File: src/rtl/socks5_client_connect_assert.svh
// Assertion macros shared by the SOCKS5 client connect RTL.
`ifndef SOCKS5_CLIENT_CONNECT_ASSERT_SVH
`define SOCKS5_CLIENT_CONNECT_ASSERT_SVH

// Same-cycle implication, disabled while reset is asserted.
`define S5CC_ASSERT_NOW(lbl, clk, rst_n, ante, cons, msg) \
    lbl: assert property (@(posedge clk) disable iff (!(rst_n)) (ante) |-> (cons)) \
        else $error(msg);

// Next-cycle implication, disabled while reset is asserted.
`define S5CC_ASSERT_NEXT(lbl, clk, rst_n, ante, cons, msg) \
    lbl: assert property (@(posedge clk) disable iff (!(rst_n)) (ante) |=> (cons)) \
        else $error(msg);

`endif

File: src/rtl/s5cc_pkg.sv
// Types and protocol constants for the SOCKS5 client connect block.
package s5cc_pkg;

    // SOCKS5 protocol bytes
    localparam logic [7:0] SOCKS_VERSION   = 8'd5;
    localparam logic [7:0] NUM_METHODS     = 8'd1;
    localparam logic [7:0] NO_AUTH         = 8'd0;
    localparam logic [7:0] CMD_CONNECT     = 8'd1;
    localparam logic [7:0] RSV_BYTE        = 8'd0;
    localparam logic [7:0] REPLY_SUCCEEDED = 8'd0;
    localparam logic [7:0] ATYP_IPV4       = 8'd1;
    localparam logic [7:0] ATYP_DOMAIN     = 8'd3;
    localparam logic [7:0] ATYP_IPV6       = 8'd4;

    // Bytes left in the reply after the first byte past the address type byte
    localparam logic [8:0] SKIP_IPV4       = 9'd5;
    localparam logic [8:0] SKIP_IPV6       = 9'd17;
    localparam logic [8:0] SKIP_DOMAIN_ADD = 9'd2;

    // Request kinds
    localparam logic [1:0] REQ_START = 2'd0;
    localparam logic [1:0] REQ_RX    = 2'd1;
    localparam logic [1:0] REQ_HOST  = 2'd2;

    // Result kinds
    localparam logic OUT_BYTE   = 1'b0;
    localparam logic OUT_STATUS = 1'b1;

    // Final status codes
    localparam logic [2:0] ST_OK         = 3'd0;
    localparam logic [2:0] ST_BAD_HELLO  = 3'd1;
    localparam logic [2:0] ST_REQ_FAILED = 3'd2;
    localparam logic [2:0] ST_BAD_ATYPE  = 3'd3;
    localparam logic [2:0] ST_SEQUENCE   = 3'd4;

    // Configuration register indexes
    localparam int CFG_IDX_W = 1;
    localparam logic [CFG_IDX_W-1:0] CFG_DEST_PORT   = 1'b0;
    localparam logic [CFG_IDX_W-1:0] CFG_HOST_LENGTH = 1'b1;
    localparam int CFG_DATA_W = 16;

    // Longest result burst of one item and the count width
    localparam int BURST_DEPTH = 7;
    localparam int CNT_W       = $clog2(BURST_DEPTH + 1);

    typedef struct packed {
        logic [1:0] req_type;
        logic [7:0] rx_byte;
        logic [7:0] host_byte;
    } t_in_item;

    typedef struct packed {
        logic       out_kind;
        logic [7:0] tx_byte;
        logic [2:0] status;
        logic       last;
    } t_out_item;

endpackage

File: src/rtl/socks5_client_connect.sv
// SOCKS5 client CONNECT handshake engine (domain name, no authentication).
//
// Usage: configure dest_port (index 0) and host_length (index 1) over the
// cfg channel while the block is idle. Send a start item on the input
// channel; the block emits the client hello, then checks each server byte,
// emits the connect request header, forwards host name bytes, appends the
// port, parses the reply header, skips the bound address and ends with one
// final status result. Every result of an item carries last on its final one.
// Timing: an accepted item updates the handshake state in the same edge and
// loads its whole result burst (0 to 7 results) into an output register
// array; the first result is valid the next cycle, one result per cycle
// after that while the receiver is ready. Items that give zero or one result
// are accepted every cycle while the receiver is ready; an item that gives
// more results holds off the next item as the single output port drains it.
// When the receiver stalls, the burst holds and input ready stays low while
// any result is pending; it rises as the final result leaves.
// Reset clears the state to idle, empties the burst and clears both config
// registers to zero. Config writes are always ready.
`include "socks5_client_connect_assert.svh"

module socks5_client_connect (
    input  logic                          i_clk,
    input  logic                          i_rst_n,
    input  logic                          i_in_valid,
    output logic                          o_in_ready,
    input  s5cc_pkg::t_in_item            i_in_item,
    output logic                          o_out_valid,
    input  logic                          i_out_ready,
    output s5cc_pkg::t_out_item           o_out_item,
    input  logic                          i_cfg_valid,
    output logic                          o_cfg_ready,
    input  logic [s5cc_pkg::CFG_IDX_W-1:0]  i_cfg_index,
    input  logic [s5cc_pkg::CFG_DATA_W-1:0] i_cfg_data
);
    import s5cc_pkg::*;

    typedef enum logic [2:0] {
        PH_IDLE,
        PH_HELLO,
        PH_HOST,
        PH_REPLY,
        PH_SKIP
    } t_phase;

    // Configuration
    logic [15:0] r_dest_port, n_dest_port;
    logic [7:0]  r_host_length, n_host_length;

    // Handshake state
    t_phase      r_phase, n_phase;
    logic [2:0]  r_hdr_cnt, n_hdr_cnt;
    logic [7:0]  r_host_sent, n_host_sent;
    logic [8:0]  r_skip_left, n_skip_left;
    logic        r_reply_bad, n_reply_bad;
    logic [7:0]  r_addr_type, n_addr_type;

    // Result burst register
    t_out_item             r_buf [BURST_DEPTH];
    t_out_item             n_buf [BURST_DEPTH];
    logic [CNT_W-1:0]      r_cnt, n_cnt;

    // Burst produced by the current input item
    t_out_item             item_buf [BURST_DEPTH];
    logic [CNT_W-1:0]      item_cnt;

    logic        in_acc;
    logic        out_pop;
    logic        cfg_acc;
    logic [2:0]  hdr_inc;
    logic        bad_now;
    logic [7:0]  host_inc;
    logic [8:0]  skip_dec;

    function automatic t_out_item mk_byte(input logic [7:0] b);
        t_out_item r;
        r          = '0;
        r.out_kind = OUT_BYTE;
        r.tx_byte  = b;
        return r;
    endfunction

    function automatic t_out_item mk_status(input logic [2:0] st);
        t_out_item r;
        r          = '0;
        r.out_kind = OUT_STATUS;
        r.status   = st;
        return r;
    endfunction

    // Handshakes
    assign o_cfg_ready = 1'b1;
    assign cfg_acc     = i_cfg_valid & o_cfg_ready;
    assign o_out_valid = (r_cnt != '0);
    assign out_pop     = o_out_valid & i_out_ready;
    assign o_in_ready  = (r_cnt == '0) || ((r_cnt == CNT_W'(1)) && i_out_ready);
    assign in_acc      = i_in_valid & o_in_ready;

    // Head of the burst; last marks the final result of the item
    always_comb begin
        o_out_item      = r_buf[0];
        o_out_item.last = (r_cnt == CNT_W'(1));
    end

    // Configuration writes
    always_comb begin
        n_dest_port   = r_dest_port;
        n_host_length = r_host_length;
        if (cfg_acc) begin
            unique case (i_cfg_index)
                CFG_DEST_PORT:   n_dest_port   = i_cfg_data;
                CFG_HOST_LENGTH: n_host_length = i_cfg_data[7:0];
                default: ;
            endcase
        end
    end

    // Per-item next state and result burst
    always_comb begin
        n_phase     = r_phase;
        n_hdr_cnt   = r_hdr_cnt;
        n_host_sent = r_host_sent;
        n_skip_left = r_skip_left;
        n_reply_bad = r_reply_bad;
        n_addr_type = r_addr_type;
        item_buf    = '{default: '0};
        item_cnt    = '0;
        hdr_inc     = 3'(r_hdr_cnt + 3'd1);
        host_inc    = 8'(r_host_sent + 8'd1);
        skip_dec    = 9'(r_skip_left - 9'd1);
        bad_now     = 1'b0;

        unique case (i_in_item.req_type)
            REQ_START: begin
                if (r_phase != PH_IDLE) begin
                    item_buf[0] = mk_status(ST_SEQUENCE);
                    item_cnt    = CNT_W'(1);
                    n_phase     = PH_IDLE;
                end else begin
                    // client hello: version, one method, no auth
                    item_buf[0] = mk_byte(SOCKS_VERSION);
                    item_buf[1] = mk_byte(NUM_METHODS);
                    item_buf[2] = mk_byte(NO_AUTH);
                    item_cnt    = CNT_W'(3);
                    n_phase     = PH_HELLO;
                    n_hdr_cnt   = '0;
                    n_reply_bad = 1'b0;
                end
            end
            REQ_RX: begin
                unique case (r_phase)
                    PH_HELLO: begin
                        bad_now = (r_hdr_cnt == '0) ? (i_in_item.rx_byte != SOCKS_VERSION)
                                                    : (i_in_item.rx_byte != NO_AUTH);
                        n_reply_bad = r_reply_bad | bad_now;
                        n_hdr_cnt   = hdr_inc;
                        if (hdr_inc >= 3'd2) begin
                            if (n_reply_bad) begin
                                item_buf[0] = mk_status(ST_BAD_HELLO);
                                item_cnt    = CNT_W'(1);
                                n_phase     = PH_IDLE;
                            end else begin
                                // connect request header, domain address type
                                item_buf[0] = mk_byte(SOCKS_VERSION);
                                item_buf[1] = mk_byte(CMD_CONNECT);
                                item_buf[2] = mk_byte(RSV_BYTE);
                                item_buf[3] = mk_byte(ATYP_DOMAIN);
                                item_buf[4] = mk_byte(r_host_length);
                                item_cnt    = CNT_W'(5);
                                n_host_sent = '0;
                                n_hdr_cnt   = '0;
                                n_reply_bad = 1'b0;
                                if (r_host_length == '0) begin
                                    item_buf[5] = mk_byte(r_dest_port[15:8]);
                                    item_buf[6] = mk_byte(r_dest_port[7:0]);
                                    item_cnt    = CNT_W'(7);
                                    n_phase     = PH_REPLY;
                                end else begin
                                    n_phase = PH_HOST;
                                end
                            end
                        end
                    end
                    PH_REPLY: begin
                        if (r_hdr_cnt == 3'd0) begin
                            bad_now = (i_in_item.rx_byte != SOCKS_VERSION);
                        end else if (r_hdr_cnt == 3'd1) begin
                            bad_now = (i_in_item.rx_byte != REPLY_SUCCEEDED);
                        end
                        n_reply_bad = r_reply_bad | bad_now;
                        if (r_hdr_cnt == 3'd3) begin
                            n_addr_type = i_in_item.rx_byte;
                        end
                        if (r_hdr_cnt < 3'd4) begin
                            n_hdr_cnt = hdr_inc;
                        end else if (n_reply_bad) begin
                            item_buf[0] = mk_status(ST_REQ_FAILED);
                            item_cnt    = CNT_W'(1);
                            n_phase     = PH_IDLE;
                        end else begin
                            // remaining bound address length by type
                            n_hdr_cnt = '0;
                            n_phase   = PH_SKIP;
                            if (r_addr_type == ATYP_IPV4) begin
                                n_skip_left = SKIP_IPV4;
                            end else if (r_addr_type == ATYP_DOMAIN) begin
                                n_skip_left = 9'(i_in_item.rx_byte) + SKIP_DOMAIN_ADD;
                            end else if (r_addr_type == ATYP_IPV6) begin
                                n_skip_left = SKIP_IPV6;
                            end else begin
                                item_buf[0] = mk_status(ST_BAD_ATYPE);
                                item_cnt    = CNT_W'(1);
                                n_phase     = PH_IDLE;
                            end
                        end
                    end
                    PH_SKIP: begin
                        n_skip_left = skip_dec;
                        if (skip_dec == '0) begin
                            item_buf[0] = mk_status(ST_OK);
                            item_cnt    = CNT_W'(1);
                            n_phase     = PH_IDLE;
                        end
                    end
                    default: begin
                        // server byte while idle or sending the host name
                        item_buf[0] = mk_status(ST_SEQUENCE);
                        item_cnt    = CNT_W'(1);
                        n_phase     = PH_IDLE;
                    end
                endcase
            end
            REQ_HOST: begin
                if (r_phase != PH_HOST) begin
                    item_buf[0] = mk_status(ST_SEQUENCE);
                    item_cnt    = CNT_W'(1);
                    n_phase     = PH_IDLE;
                end else begin
                    item_buf[0] = mk_byte(i_in_item.host_byte);
                    item_cnt    = CNT_W'(1);
                    n_host_sent = host_inc;
                    // port follows once the count wraps or reaches the length
                    if ((host_inc == '0) || (host_inc >= r_host_length)) begin
                        item_buf[1] = mk_byte(r_dest_port[15:8]);
                        item_buf[2] = mk_byte(r_dest_port[7:0]);
                        item_cnt    = CNT_W'(3);
                        n_phase     = PH_REPLY;
                        n_hdr_cnt   = '0;
                        n_reply_bad = 1'b0;
                    end
                end
            end
            default: ;
        endcase

        // every return to idle clears the handshake context
        if (n_phase == PH_IDLE) begin
            n_hdr_cnt   = '0;
            n_host_sent = '0;
            n_skip_left = '0;
            n_reply_bad = 1'b0;
            n_addr_type = '0;
        end
    end

    // Burst register: shift out on pop, reload on a new item
    always_comb begin
        n_buf = r_buf;
        n_cnt = r_cnt;
        if (out_pop) begin
            for (int i = 0; i < BURST_DEPTH - 1; i++) begin
                n_buf[i] = r_buf[i+1];
            end
            n_cnt = CNT_W'(r_cnt - CNT_W'(1));
        end
        if (in_acc) begin
            n_buf = item_buf;
            n_cnt = item_cnt;
        end
    end

    // Control state, configuration and burst payload
    always_ff @(posedge i_clk) begin
        r_buf <= n_buf;
        if (!i_rst_n) begin
            r_phase       <= PH_IDLE;
            r_hdr_cnt     <= '0;
            r_host_sent   <= '0;
            r_skip_left   <= '0;
            r_reply_bad   <= 1'b0;
            r_addr_type   <= '0;
            r_cnt         <= '0;
            r_dest_port   <= '0;
            r_host_length <= '0;
        end else begin
            r_cnt         <= n_cnt;
            r_dest_port   <= n_dest_port;
            r_host_length <= n_host_length;
            if (in_acc) begin
                r_phase     <= n_phase;
                r_hdr_cnt   <= n_hdr_cnt;
                r_host_sent <= n_host_sent;
                r_skip_left <= n_skip_left;
                r_reply_bad <= n_reply_bad;
                r_addr_type <= n_addr_type;
            end
        end
    end

    // Checks
    `S5CC_ASSERT_NOW(a_cnt_range, i_clk, i_rst_n, 1'b1,
        r_cnt <= CNT_W'(BURST_DEPTH), "burst count out of range")
    `S5CC_ASSERT_NOW(a_status_alone, i_clk, i_rst_n,
        o_out_valid && (o_out_item.out_kind == OUT_STATUS),
        r_cnt == CNT_W'(1), "status result is not the last of its burst")
    `S5CC_ASSERT_NEXT(a_start_hello, i_clk, i_rst_n,
        in_acc && (i_in_item.req_type == REQ_START) && (r_phase == PH_IDLE),
        (r_phase == PH_HELLO) && (r_cnt == CNT_W'(3)), "start did not open the hello")
    `S5CC_ASSERT_NOW(a_skip_live, i_clk, i_rst_n, r_phase == PH_SKIP,
        r_skip_left != '0, "skip phase with nothing left to skip")

endmodule
File: config.mk
export PLATFORM = sky130hd
export DESIGN_NAME = socks5_client_connect
export DESIGN_NICKNAME = d
export VERILOG_FILES = /design/src/rtl/s5cc_pkg.sv /design/src/rtl/socks5_client_connect.sv
export VERILOG_INCLUDE_DIRS = /design/src /design/src/rtl
export SDC_FILE = /design/constraint.sdc
export NUM_CORES = 1
export LEC_CHECK = 0
export BUFFER_PORTS_ARGS = -buffer_cell sky130_fd_sc_hd__buf_2
export CORE_MARGIN = 2
export CORE_UTILIZATION = 60
export CTS_CLUSTER_DIAMETER = 40
export DETAILED_ROUTE_END_ITERATION = 10
export HOLD_SLACK_MARGIN = 0.1
export MAX_ROUTING_LAYER = met4
export PLACE_DENSITY = 0.77
export SETUP_SLACK_MARGIN = 0.02
export SYNTH_ARGS = -nofsm -noshare
export SYNTH_HDL_FRONTEND = slang
export SYNTH_SLANG_ARGS = --single-unit
File: constraint.sdc
create_clock -name i_clk -period 3.2 [get_ports i_clk]
set_input_delay 0.32 -clock i_clk [delete_from_list [all_inputs] [get_ports i_clk]]
set_output_delay 0.32 -clock i_clk [all_outputs]
set_load 0.1 [all_outputs]
Word level (Yosys, flattened, before mapping)
Index checks and enable logic that the tools add are counted.

Word-level logic and storage cells: 198. Register bits: 149. Input bits: 40. Output and inout bits: 16.

Magnitude comparators: 3. Reductions and logical operators: 29. Equality and inequality tests: 24. $add $sub $neg: 5. Bitwise operators: 9. Muxes and demuxes: 92.

Operators by type and width (count): $mux W91 (2); $mux W78 (2); $mux W13 (9); $pmux W39 S3 (1); $mux W25 (3); $mux W8 (9); $mux W70 (1); $mux W3 (22); $mux W9 (7); $mux W52 (1); $pmux W3 S3 (5); $pmux W13 S3 (1); $ne A3 B3 Y1 const B (7); $mux W1 (19); $mux W18 (1); $pmux W9 S2 (1); $reduce_and A6 Y1 (3); $logic_not A8 Y1 (2); $pmux W8 S2 (1); $reduce_bool A3 Y1 (4); $ne A5 B5 Y1 const B (2); $add A8 B2 Y9 const B (1); $eq A3 B1 Y1 const B (3); $logic_not A3 Y1 (3); 36 further kinds (52).

Longest topological paths before layout
Gate-level depths: netlist of run 1.

Depth in word-level cells: 13. Mapped depth: 13. Gate-level depth less buffers: 12.

Worst setup path after synthesis of run 1
No wires, ideal clock.

Kind: flip-flop to flip-flop. Start: register r_cnt[0]. End: register r_cnt[2]. Period minus slack after synthesis: 3.130 ns. Stages on the path, launching flop included: 8. Setup time: 0.070 ns. Slack: 0.070 ns. Data required time: 3.130 ns. Buffers on the path: 0. Arrival: 3.060 ns. Path through: dfxtp_1 inv_1 ha_1 nand2_1 mux2i_1 inv_1 o21ai_0 a21oi_1.

Elaborated cells on any way between the ends: 11. Classes of those cells: add/sub: 1; eq/ne: 1; mux: 2; bitwise: 2; reduce/logical: 5.

RTL lines: start: declaration (line socks5_client_connect.sv:60) `logic [CNT_W-1:0] r_cnt, n_cnt;`; start signal: assignment (line socks5_client_connect.sv:295) `r_cnt <= n_cnt;`; $reduce_bool A3 Y1 (line socks5_client_connect.sv:93) `assign o_out_valid = (r_cnt != '0);`; via o_out_valid (line socks5_client_connect.sv:27) `output logic o_out_valid,`; $and A1 B1 Y1 (line socks5_client_connect.sv:94) `assign out_pop = o_out_valid & i_out_ready;`; $reduce_bool A2 Y1 (no source line).

The timed path passes the listed nets, and every way through them passes these cells. The select of a mux whose other input is x is not followed. A chain may end at the register's enable or synchronous reset.

Worst setup path in the final report of run 1
Start: register r_skip_left[0]. End: register r_addr_type[6].

Longest elaborated chain between the ends: 8. Elaborated cells on any way between the ends: 11. Classes of those cells: add/sub: 1; mux: 4; reduce/logical: 6.

Ends and longest elaborated chain: start: declaration (line socks5_client_connect.sv:53) `logic [8:0] r_skip_left, n_skip_left;`; start signal: assignment (line socks5_client_connect.sv:302) `r_skip_left <= n_skip_left;`; $sub A9 B1 Y9 * (line socks5_client_connect.sv:129) `skip_dec = 9'(r_skip_left - 9'd1);`; $logic_not A9 Y1 * (line socks5_client_connect.sv:218) `if (skip_dec == '0) begin`; $mux W3 * (line socks5_client_connect.sv:218); $pmux W3 S3 * (line socks5_client_connect.sv:150) `unique case (r_phase)`; $pmux W3 S3 * (line socks5_client_connect.sv:132) `unique case (i_in_item.req_type)`; $logic_not A3 Y1 * (line socks5_client_connect.sv:256) `if (n_phase == PH_IDLE) begin`; $reduce_bool A2 Y1 (no source line); $reduce_and A4 Y1 (no source line); end signal: assignment (line socks5_client_connect.sv:304) `r_addr_type <= n_addr_type;`; end: declaration (line socks5_client_connect.sv:55) `logic [7:0] r_addr_type, n_addr_type;`.

Mark *: on every way between the ends. The rest lies on a longest branch, timed or not.

==> flow_metrics.tcl, run 1 <==
set metrics [dict create \
    status "complete, no violations" \
    hp-class "primary input to flop" \
    yosys.area_share.simple_pct 22.8 \
    cp-start-kind "flop" \
    overflow 0 \
    drv_slew 0 \
    path_max_fanout 9 \
    die_area_sq_um 11300 \
    syn_area_sq_um 6250 \
    multi_input_area_sq_um 2980 \
    layout_commonest_cell "nand2_1" \
    synth_top_family_by_area "simple AND/OR/NAND/NOR gates" \
    netlist.area_leader.share_pct 28.8 \
    busiest_layer "met2" \
    clk_path_buf_depth 2 \
    r2r_slack_ns 0.15 \
    worst_setup_hold_path_clk_slew_ns 0.06 \
    fin_hold_ws_ns 0.107 \
    r2r-end "r_addr_type[6]" \
    rsz0062_at_grt "no" \
    ys_seq_area_share_pct 47.7 \
    worst-setup-path-type "flop to flop" \
    yosys.area_share.adder_pct 4.20 \
    timing.final.ws_setup_ns 0.152 \
    netlist-cell-type-count 67 \
    portBuffers 54 \
    clkLatencyLatePin_ns 0.52 \
    antenna_cells 0 \
    row_count 37 \
    synth_compound_area_share_pct 17.6 \
    nFillCells 738 \
    wire_per_inst_um 17.2 \
    tns_ns 0 \
    seq_area_sq_um 2980 \
    dp_hpwl_um 10400 \
    reg2reg_depth 7 \
    wl_um 15700 \
    remaining_drc_errors 0 \
    numCtsBuffers 17 \
    syn_inst 700 \
    num_vias 5460 \
    min_period_ns 3.05 \
    gp_congestion 0.935 \
    gr-usage-met1_pct 40.1 \
    detail_route.first_pass.iterations 5 \
    synthMuxAreaShare_pct 0.340 \
    met3_usage_pct 6.56 \
    grt_pass1_vias 5087 \
    irDropWorstVdd_mv 1.01 \
    htreeDepth 4 \
    critPathRequiredTime_ns 3.61 \
    die_w_um 106 \
    cts_tree "yes" \
    drive_gt1_share_pct 14.7 \
    via_per_inst 5.97 \
    clock-sinks 119 \
    cp-endpoint "r_addr_type[6]" \
    die_y_um 106 \
    synth_nets 761 \
    synth_area_per_cell_sq_um 8.93 \
    cts_root_buf "clkbuf_8" \
    dp.cells 857 \
    area_delta_synth_final_pct 19.0 \
    cp.arrival_ns 3.46 \
    grt_usage_pct 29.1 \
    tightest_slew_ns 1.07 \
    synthXorXnorAreaFrac_pct 1.96 \
    finalSetupViolations 0 \
    grt_pass1_wl_um 24800 \
    finalCritPeriodShare_pct 95.2 \
    hold_viol 0 \
    synth-seq-cells 119 \
    final_cells 914 \
    timing.rr.start "r_skip_left[0]" \
    synth_edf_count 60 \
    ys_top_cells_by_area "edfxtp_1 29%, dfxtp_1 19%, nand2_1 8.9%" \
    power_density_nw_per_um2 828 \
    first_iter_violations 549 \
    mostFrequentLayoutCells "148 x nand2_1, 60 x edfxtp_1, 59 x dfxtp_1, 54 x buf_2" \
    grt_use_met2_pct 43.4 \
    crit_path_start "r_skip_left[0]" \
    clock.fmax_ghz 0.328 \
    grt_start_max_net_pins 54 \
    synth_top_area_cell "edfxtp_1" \
    yosys_warnings 0 \
    nNetsFinal 826 \
    start_util_pct 61.1 \
    endpoint_kind "flop" \
    cap_violations 0 \
    coreArea_sq_um 10200 \
    ios 56 \
    antenna_found_initial 0 \
    finalClockSkew_ns 0.00968 \
    ys_async_sr_fraction_pct 0 \
    synth_ff_type "edfxtp_1" \
    total_leakage_power_nw 2.88 \
    post-place-ws_ns 0.105 \
    relSlewSlack_pct 28.6 \
    drtAntennaViolNets 0 \
]
synthesized netlist by cell type, types with 8 or more instances:
cell type  instances
nor2_1            26
and3_1            11
o21ai_0           48
inv_1             21
xnor2_1           12
nor3_1            10
edfxtp_1          60
and2_1            21
nor2b_1           13
ha_1              21
nand3_1           34
buf_4             13
nand2_1          148
a21oi_1           48
a22o_1             8
dfxtp_1           59
clkbuf_1          31
state kept, by name, summed over array words and instances (netlist names):
name	flops
o_out_item	12
r_addr_type	8
r_buf	48
r_cnt	3
r_dest_port	16
r_hdr_cnt	3
r_host_length	8
r_host_sent	8
r_phase	3
r_reply_bad	1
r_skip_left	9
worst min-delay path by stage:
stage                         start              end  slack [ns]  depth (start not counted)
floorplan             i_in_item[14]   r_addr_type[6]        0.44                          1
global placement    r_dest_port[12]  r_dest_port[12]        0.45                          2
detailed placement  r_dest_port[13]  r_dest_port[13]        0.46                          2
CTS                   i_in_item[11]   r_addr_type[3]        0.10                          2
global route           i_in_item[5]    o_out_item[9]        0.10                          3
finish                 i_in_item[3]    o_out_item[7]        0.11                          3
timing repair:
action	in CTS	in global routing
resized for setup	0	6
setup endpoints to repair	0	21
endpoints found under the hold margin	33	0
hold buffers	25	0
buffers inserted	0	0
cells by family after synthesis:
| family | Yosys count |
|---|---|
| multiplexers | 2 |
| XOR/XNOR | 14 |
| buffers and inverters | 72 |
| AND/OR/NAND/NOR | 300 |
| flip-flops | 119 |
| other | 1 |
| AO/OA/AOI/OAI | 171 |
| adder cells (fa/ha/maj) | 21 |
per-layer routing:
| layer | wire [um] | share of wire [%] | vias up |
|---|---|---|---|
| met2 | 7120 | 45 | 242 |
| li1 | - | - | 2634 |
| met3 | 1390 | 8.9 | 33 |
| met4 | 233 | 1.5 | 0 |
| met1 | 6950 | 44 | 2551 |
| met5 | 0 | 0 | - |
critical path, stage by stage (launching register included):
cell and delay, ns:
dfxtp_1 0.36, or4_1 0.59, or4_4 0.45, a32o_1 0.30, nor4_4 0.30, o2111ai_4 0.24
o2111a_1 0.43, a2bb2o_4 0.26
per-stage QoR:
step                util, %  total power (W)  instance area, sq um
floorplan                 -          0.00398                  6250
global placement       64.3          0.00420                  6580
detailed placement     64.3          0.00428                  6580
CTS                    72.4          0.00616                  7410
global route           72.7          0.00642                  7440
finish                 72.7          0.00616                  7440
where the power goes:
part	leakage, nW	switching (W)	internal (W)
registers	1.08	0.000134	0.00220
clock network	0.279	0.000683	0.00118
logic	1.52	0.00151	0.000450
layout make-up:
| class | count | share of cell area [%] |
|---|---|---|
| multi-input cells | 509 | 40.0 |
| repair buffers | 97 | 8.81 |
| inverters | 21 | 1.06 |
| well taps | 136 | 2.29 |
| clock buffers | 19 | 5.67 |
| flip-flops and latches | 119 | 40.1 |
| clock inverters | 13 | 2.09 |
No activity file was read; power rests on OpenSTA's default activity.
==> run 2: changes to the inputs <==
Settings changed: ABC_AREA set to 1.
==> run 2 against run 1 <==
Clock power shrank 6%. Synthesized cell count grew 15%. Final area shrank 0.44%. Global-route usage grew 0.37 points. Register-to-register slack gained 0.20 ns. Sequential cell count is the same. Non-clock buffer count shrank 28. Die area grew 2.7%. First-iteration DRC count shrank 11%. Highest routed layer unchanged.
==> flow_metrics.tcl, run 2 <==
set metrics [dict create \
    netlist.area_leader.share_pct 28.0 \
    wl_um 15700 \
    endpoint_kind "flop" \
    cp-start-kind "flop" \
    slowest_stage "dfxtp_2" \
    critPathRequiredTime_ns 3.64 \
    cts_tree "yes" \
    synth_nets 866 \
    hold_viol 0 \
    hp-class "primary input to flop" \
    overflow 0 \
    synth_top_area_cell "edfxtp_1" \
    synth_ff_type "edfxtp_1" \
    coreArea_sq_um 10400 \
    total_leakage_power_nw 3.13 \
    grt_pass1_wl_um 25500 \
    wire_per_inst_um 15.6 \
    drtAntennaViolNets 0 \
    cp.buffers_inverters 3 \
    ios 56 \
    first_iter_violations 486 \
    antenna_found_initial 0 \
    finalClockSkew_ns 0.0108 \
    cts_root_buf "clkbuf_8" \
    irDropWorstVdd_mv 1.02 \
    ys_seq_area_share_pct 46.4 \
    finalCritPeriodShare_pct 89.0 \
    largest-register "r_buf" \
    grt_usage_pct 29.5 \
    row_count 37 \
    grt_start_max_net_pins 69 \
    nNetsFinal 918 \
    clock-sinks 119 \
    ys_top_cells_by_area "edfxtp_1 28%, dfxtp_1 18%, nand2_1 10%" \
    via_per_inst 5.54 \
    tns_ns 0 \
    grt_pass1_vias 5258 \
    largest_register_ffs 48 \
    cp_top_family "simple AND/OR/NAND/NOR gates" \
    clkLatencyLatePin_ns 0.52 \
    min_period_ns 2.85 \
    synth-seq-cells 119 \
    worst_setup_hold_path_clk_slew_ns 0.06 \
    die_y_um 108 \
    dp_hpwl_um 10900 \
    clock.fmax_ghz 0.351 \
    crit_top_cell "nand2_1" \
    cap_violations 0 \
    layout_commonest_cell "nand2_1" \
    drive_gt1_share_pct 17.1 \
    clk_path_buf_depth 2 \
    gp_congestion 0.939 \
    synth.most_common_cell "nand2_1" \
    synth_area_per_cell_sq_um 7.99 \
    cp.arrival_ns 3.29 \
    remaining_drc_errors 0 \
    start_util_pct 62.0 \
    ys_async_sr_fraction_pct 0 \
    area_delta_synth_final_pct 15.2 \
    synth_edf_count 60 \
    detail_route.first_pass.iterations 5 \
    die_w_um 108 \
    rsz0062_at_grt "no" \
    fin_hold_ws_ns 0.107 \
    power_density_nw_per_um2 960 \
    relSlewSlack_pct 31.2 \
    path_max_fanout 12 \
    syn_inst 805 \
    die_area_sq_um 11600 \
    numCtsBuffers 17 \
    slowest_delay_ns 0.39 \
    syn_area_sq_um 6430 \
    worstPathCellList "ha_2 -> nand4_1 -> nor2_1 -> nand2_1 -> nand2_1 -> inv_1 -> ha_1 -> nand2_1 -> inv_1 -> nand3_1 -> nor3_1 -> nor2_1 -> nand2_1 -> nand2_2 -> nand2_2 -> nor2_4 -> nand2_8 -> inv_4 -> a21oi_4 -> nand2_1 -> a21oi_1" \
    mostFrequentLayoutCells "172 x nand2_1, 90 x nor2_1, 86 x inv_1, 60 x o21ai_0, 60 x edfxtp_1" \
    worst-setup-path-type "flop to flop" \
    synthTopCellsByCount "175 x nand2_1, 90 x nor2_1, 87 x inv_1" \
    num_vias 5573 \
    antenna_cells 0 \
    finalSetupViolations 0 \
    drv_slew 0 \
    status "complete, no violations" \
    htreeDepth 4 \
    netlist-cell-type-count 46 \
    portBuffers 54 \
    yosys_warnings 0 \
    tightest_slew_ns 1.03 \
]
[run 2: cell count changes after synthesis, sizes merged, moves of 10 or more]
cell / change
o31ai: +19
nor2b: -13
a21oi: +12
o21ai: +12
xnor2: -10
clkbuf: -13
nor2: +76
nand3: +15
inv: +83
nand2: +37
and3: -11
and2: -21
[run 2: worst paths after layout]
path | startpoint | endpoint | slack, ns | depth (start not counted)
setup / recovery | r_host_sent[0] | r_addr_type[2] | 0.35 | 21
hold / removal | i_cfg_data[5] | r_host_length[5] | 0.11 | 3
setup reg to reg | r_host_sent[0] | r_addr_type[2] | 0.35 | 21
hold reg to reg | r_addr_type[5] | r_addr_type[5] | 0.47 | 2
[run 2: metal layers]
metal	routed length (um)	global-route usage, %	vias to the layer above
li1	-	-	2770
met1	6980	39.2	2544
met2	7240	45.4	235
met3	1210	5.33	24
met4	300	10.9	0
met5	0	-	-
[run 2: where the power goes]
part / internal (W) / switching (W)
Combinational: 0.000694 / 0.00218
Clock: 0.00107 / 0.000688
Sequential: 0.00230 / 0.000184
Total: 0.00406 / 0.00305
[run 2: cell families (layout without fill, tap and decap cells)]
family | after synthesis | in the layout | synth area share, %
AND/OR/NAND/NOR | 357 | 357 | 25.3
AO/OA/AOI/OAI | 162 | 162 | 14.6
buffers and inverters | 141 | 206 | 9.07
flip-flops | 119 | 119 | 46.4
adder cells (fa/ha/maj) | 21 | 21 | 4.09
XOR/XNOR | 4 | 4 | 0.545
other | 1 | 1 | 0.0583
[run 2: metrics by stage]
stage | utilization (%) | power (W) | cells | setup slack (ns) | cell area, sq um
floorplan | - | 0.00485 | 805 | 0.310 | 6460
global placement | 65.1 | 0.00523 | 964 | 0.370 | 6750
detailed placement | 65.1 | 0.00533 | 964 | 0.239 | 6750
CTS | 71.2 | 0.00710 | 1004 | 0.222 | 7380
global route | 71.4 | 0.00752 | 1006 | 0.0227 | 7410
finish | 71.4 | 0.00711 | 1006 | 0.350 | 7410
[run 2: tightest hold or removal path, delay by kind of cell]
kind / cells / cell delay (ns)
AOI/OAI and AO/OA: 2 / 0.18
buffers and inverters: 1 / 0.09
[run 2: final cells by class]
cell class | instances | area [sq um]
Clock inverter | 9 | 62.6
Inverter | 105 | 400
Sequential cell | 119 | 2990
Clock buffer | 23 | 489
Fill cell | 842 | 2960
Timing Repair Buffer | 69 | 403
Multi-Input combinational cell | 545 | 2900
Tap cell | 136 | 170
[run 2: what timing repair did]
item                       4_1_cts  5_1_grt
hold buffers                     8        0
hold endpoints to repair         8        0
setup buffers                    0        2
gates resized for setup          0        4
setup endpoints to repair        0       30
==> run 3: changes to the inputs <==
Settings changed: GPL_TIMING_DRIVEN set to 0, PLACE_DENSITY 0.77 to 0.85.
==> run 3 against run 2 <==
Highest routed layer unchanged. Count of clock-buffer cells in the layout shrank 6. Power increased by 4.1%. Worst setup slack got worse by 0.19 ns.
==> flow_metrics.tcl, run 3 (same netlist as run 2, synthesis figures left out) <==
set metrics [dict create \
    total_leakage_power_nw 3.29 \
    hp-class "primary input to flop" \
    finalSetupViolations 0 \
    numCtsBuffers 17 \
    clk_path_buf_depth 2 \
    tns_ns 0 \
    endpoint_kind "flop" \
    clkLatencyLatePin_ns 0.56 \
    drv_slew 0 \
    wl_um 17100 \
    remaining_drc_errors 0 \
    area_delta_synth_final_pct 20.2 \
    seq_area_sq_um 2990 \
    met3_usage_pct 8.05 \
    post-place-ws_ns 0.0597 \
    r2r_slack_ns 0.16 \
    mostFrequentLayoutCells "171 x nand2_1, 90 x nor2_1, 86 x inv_1, 60 x o21ai_0, 60 x edfxtp_1" \
    cts_tree "yes" \
    grt_use_met2_pct 50.4 \
    first_iter_violations 580 \
    row_count 37 \
    ios 56 \
    antenna_found_initial 0 \
    cp.arrival_ns 3.52 \
    coreArea_sq_um 10400 \
    timing.final.ws_setup_ns 0.158 \
    die_y_um 108 \
    min_from "i_cfg_data[1]" \
    critPathRequiredTime_ns 3.68 \
    htreeDepth 4 \
    die_w_um 108 \
    rsz0062_at_grt "no" \
    dp_hpwl_um 11200 \
    gr-usage-met1_pct 38.8 \
    via_per_inst 5.78 \
    antenna_cells 0 \
    timing.rr.start "r_host_sent[0]" \
    finalClockSkew_ns 0.00663 \
    irDropWorstVdd_mv 1.10 \
    cts_root_buf "clkbuf_8" \
    start_util_pct 62.0 \
    largest-register "r_buf" \
    status "complete, no violations" \
    grt_pass1_wl_um 27200 \
    busiest_layer "met2" \
    hold_end "r_host_length[1]" \
    drive_gt1_share_pct 18.2 \
    worst_setup_hold_path_clk_slew_ns 0.06 \
    post-route-util_pct 74.5 \
    nNetsFinal 965 \
    die_area_sq_um 11600 \
    gp_congestion 0.944 \
    finalPower_w 0.00740 \
    overflow 0 \
    hold_viol 0 \
    finalCritPeriodShare_pct 95.1 \
    relSlewSlack_pct 35.4 \
    reg2reg_depth 21 \
    min_period_ns 3.04 \
    whs_path_depth 3 \
    layout_commonest_cell "nand2_1" \
    grt_start_max_net_pins 29 \
    num_vias 6085 \
    multi_input_area_sq_um 2920 \
    clock.fmax_ghz 0.329 \
    portBuffers 54 \
    wire_per_inst_um 16.2 \
    grt_usage_pct 31.7 \
    cap_violations 0 \
    cp-start-kind "flop" \
    path_max_fanout 10 \
    power_density_nw_per_um2 957 \
    worst-setup-path-type "flop to flop" \
    grt_pass1_vias 5712 \
    clock-sinks 119 \
    drtAntennaViolNets 0 \
    largest_register_ffs 48 \
    tightest_slew_ns 0.968 \
    r2r-end "r_addr_type[2]" \
    detail_route.first_pass.iterations 8 \
    nFillCells 736 \
]
==> run 3: how the worst max path moves through the flow <==
stage	endpoint	startpoint	slack [ns]	depth (start not counted)
2_1_floorplan	r_buf[10]	r_cnt[1]	0.31	10
3_3_place_gp	r_skip_left[8]	r_host_sent[0]	0.11	20
3_5_place_dp	r_addr_type[5]	r_host_sent[0]	0.06	21
4_1_cts	r_addr_type[4]	r_host_sent[1]	0.05	21
5_1_grt	r_addr_type[2]	r_host_sent[0]	0.005	22
6_report	r_addr_type[2]	r_host_sent[0]	0.16	21
==> run 3: layout make-up <==
| cell class | instances | area share [%] |
|---|---|---|
| sequential | 119 | 38.7 |
| multi-input combinational | 546 | 37.8 |
| timing repair buffer | 79 | 6.70 |
| clock buffer | 17 | 5.36 |
| inverter | 105 | 5.21 |
| buffer | 36 | 2.41 |
| tap | 136 | 2.20 |
| clock inverter | 15 | 1.67 |
==> run 3: stage by stage <==
step,instances,cell area (sq um),hold WS (ns)
floorplan,805,6460,0.440
global placement,995,6900,0.449
detailed placement,996,6920,0.453
CTS,1047,7650,0.102
global route,1053,7730,0.137
finish,1053,7730,0.119
==> run 3: worst max-delay path, cell delays in order (launching register included) <==
cell      delay [ns]
dfxtp_4         0.39
ha_1            0.21
nand4_1         0.17
nor2_1          0.13
nand2_1         0.05
nand2_1         0.08
inv_1           0.06
ha_1            0.27
nand2_1         0.05
o21ai_0         0.16
o21bai_1        0.13
nor2_1          0.06
nand2_2         0.12
nand2_4         0.08
nand2_2         0.12
nor2_4          0.07
nand2_8         0.15
inv_6           0.07
a21oi_4         0.27
buf_4           0.16
nand2_1         0.04
a21oi_1         0.12
==> run 3: power breakdown <==
| part | internal [W] | switching, W | total, W |
|---|---|---|---|
| combinational | 0.000831 | 0.00230 | 0.00313 |
| sequential | 0.00230 | 0.000196 | 0.00250 |
| clock | 0.00103 | 0.000743 | 0.00177 |
| total | 0.00416 | 0.00323 | 0.00740 |
==> run 3: timing repair <==
action                                  4_1_cts  5_1_grt
endpoints found under the hold margin        24        0
hold buffers                                 19        0
pin swaps                                     0        4
endpoints found under the setup margin        2       29
cloned                                        0        1
setup buffers                                 0        5
resized for setup                             1        9
==> run 3: routing by layer <==
metal / vias up / share of wire [%]
met3: 48 / 10
met5: - / 0
met2: 368 / 47
met4: 0 / 2.6
li1: 2869 / -
met1: 2800 / 40
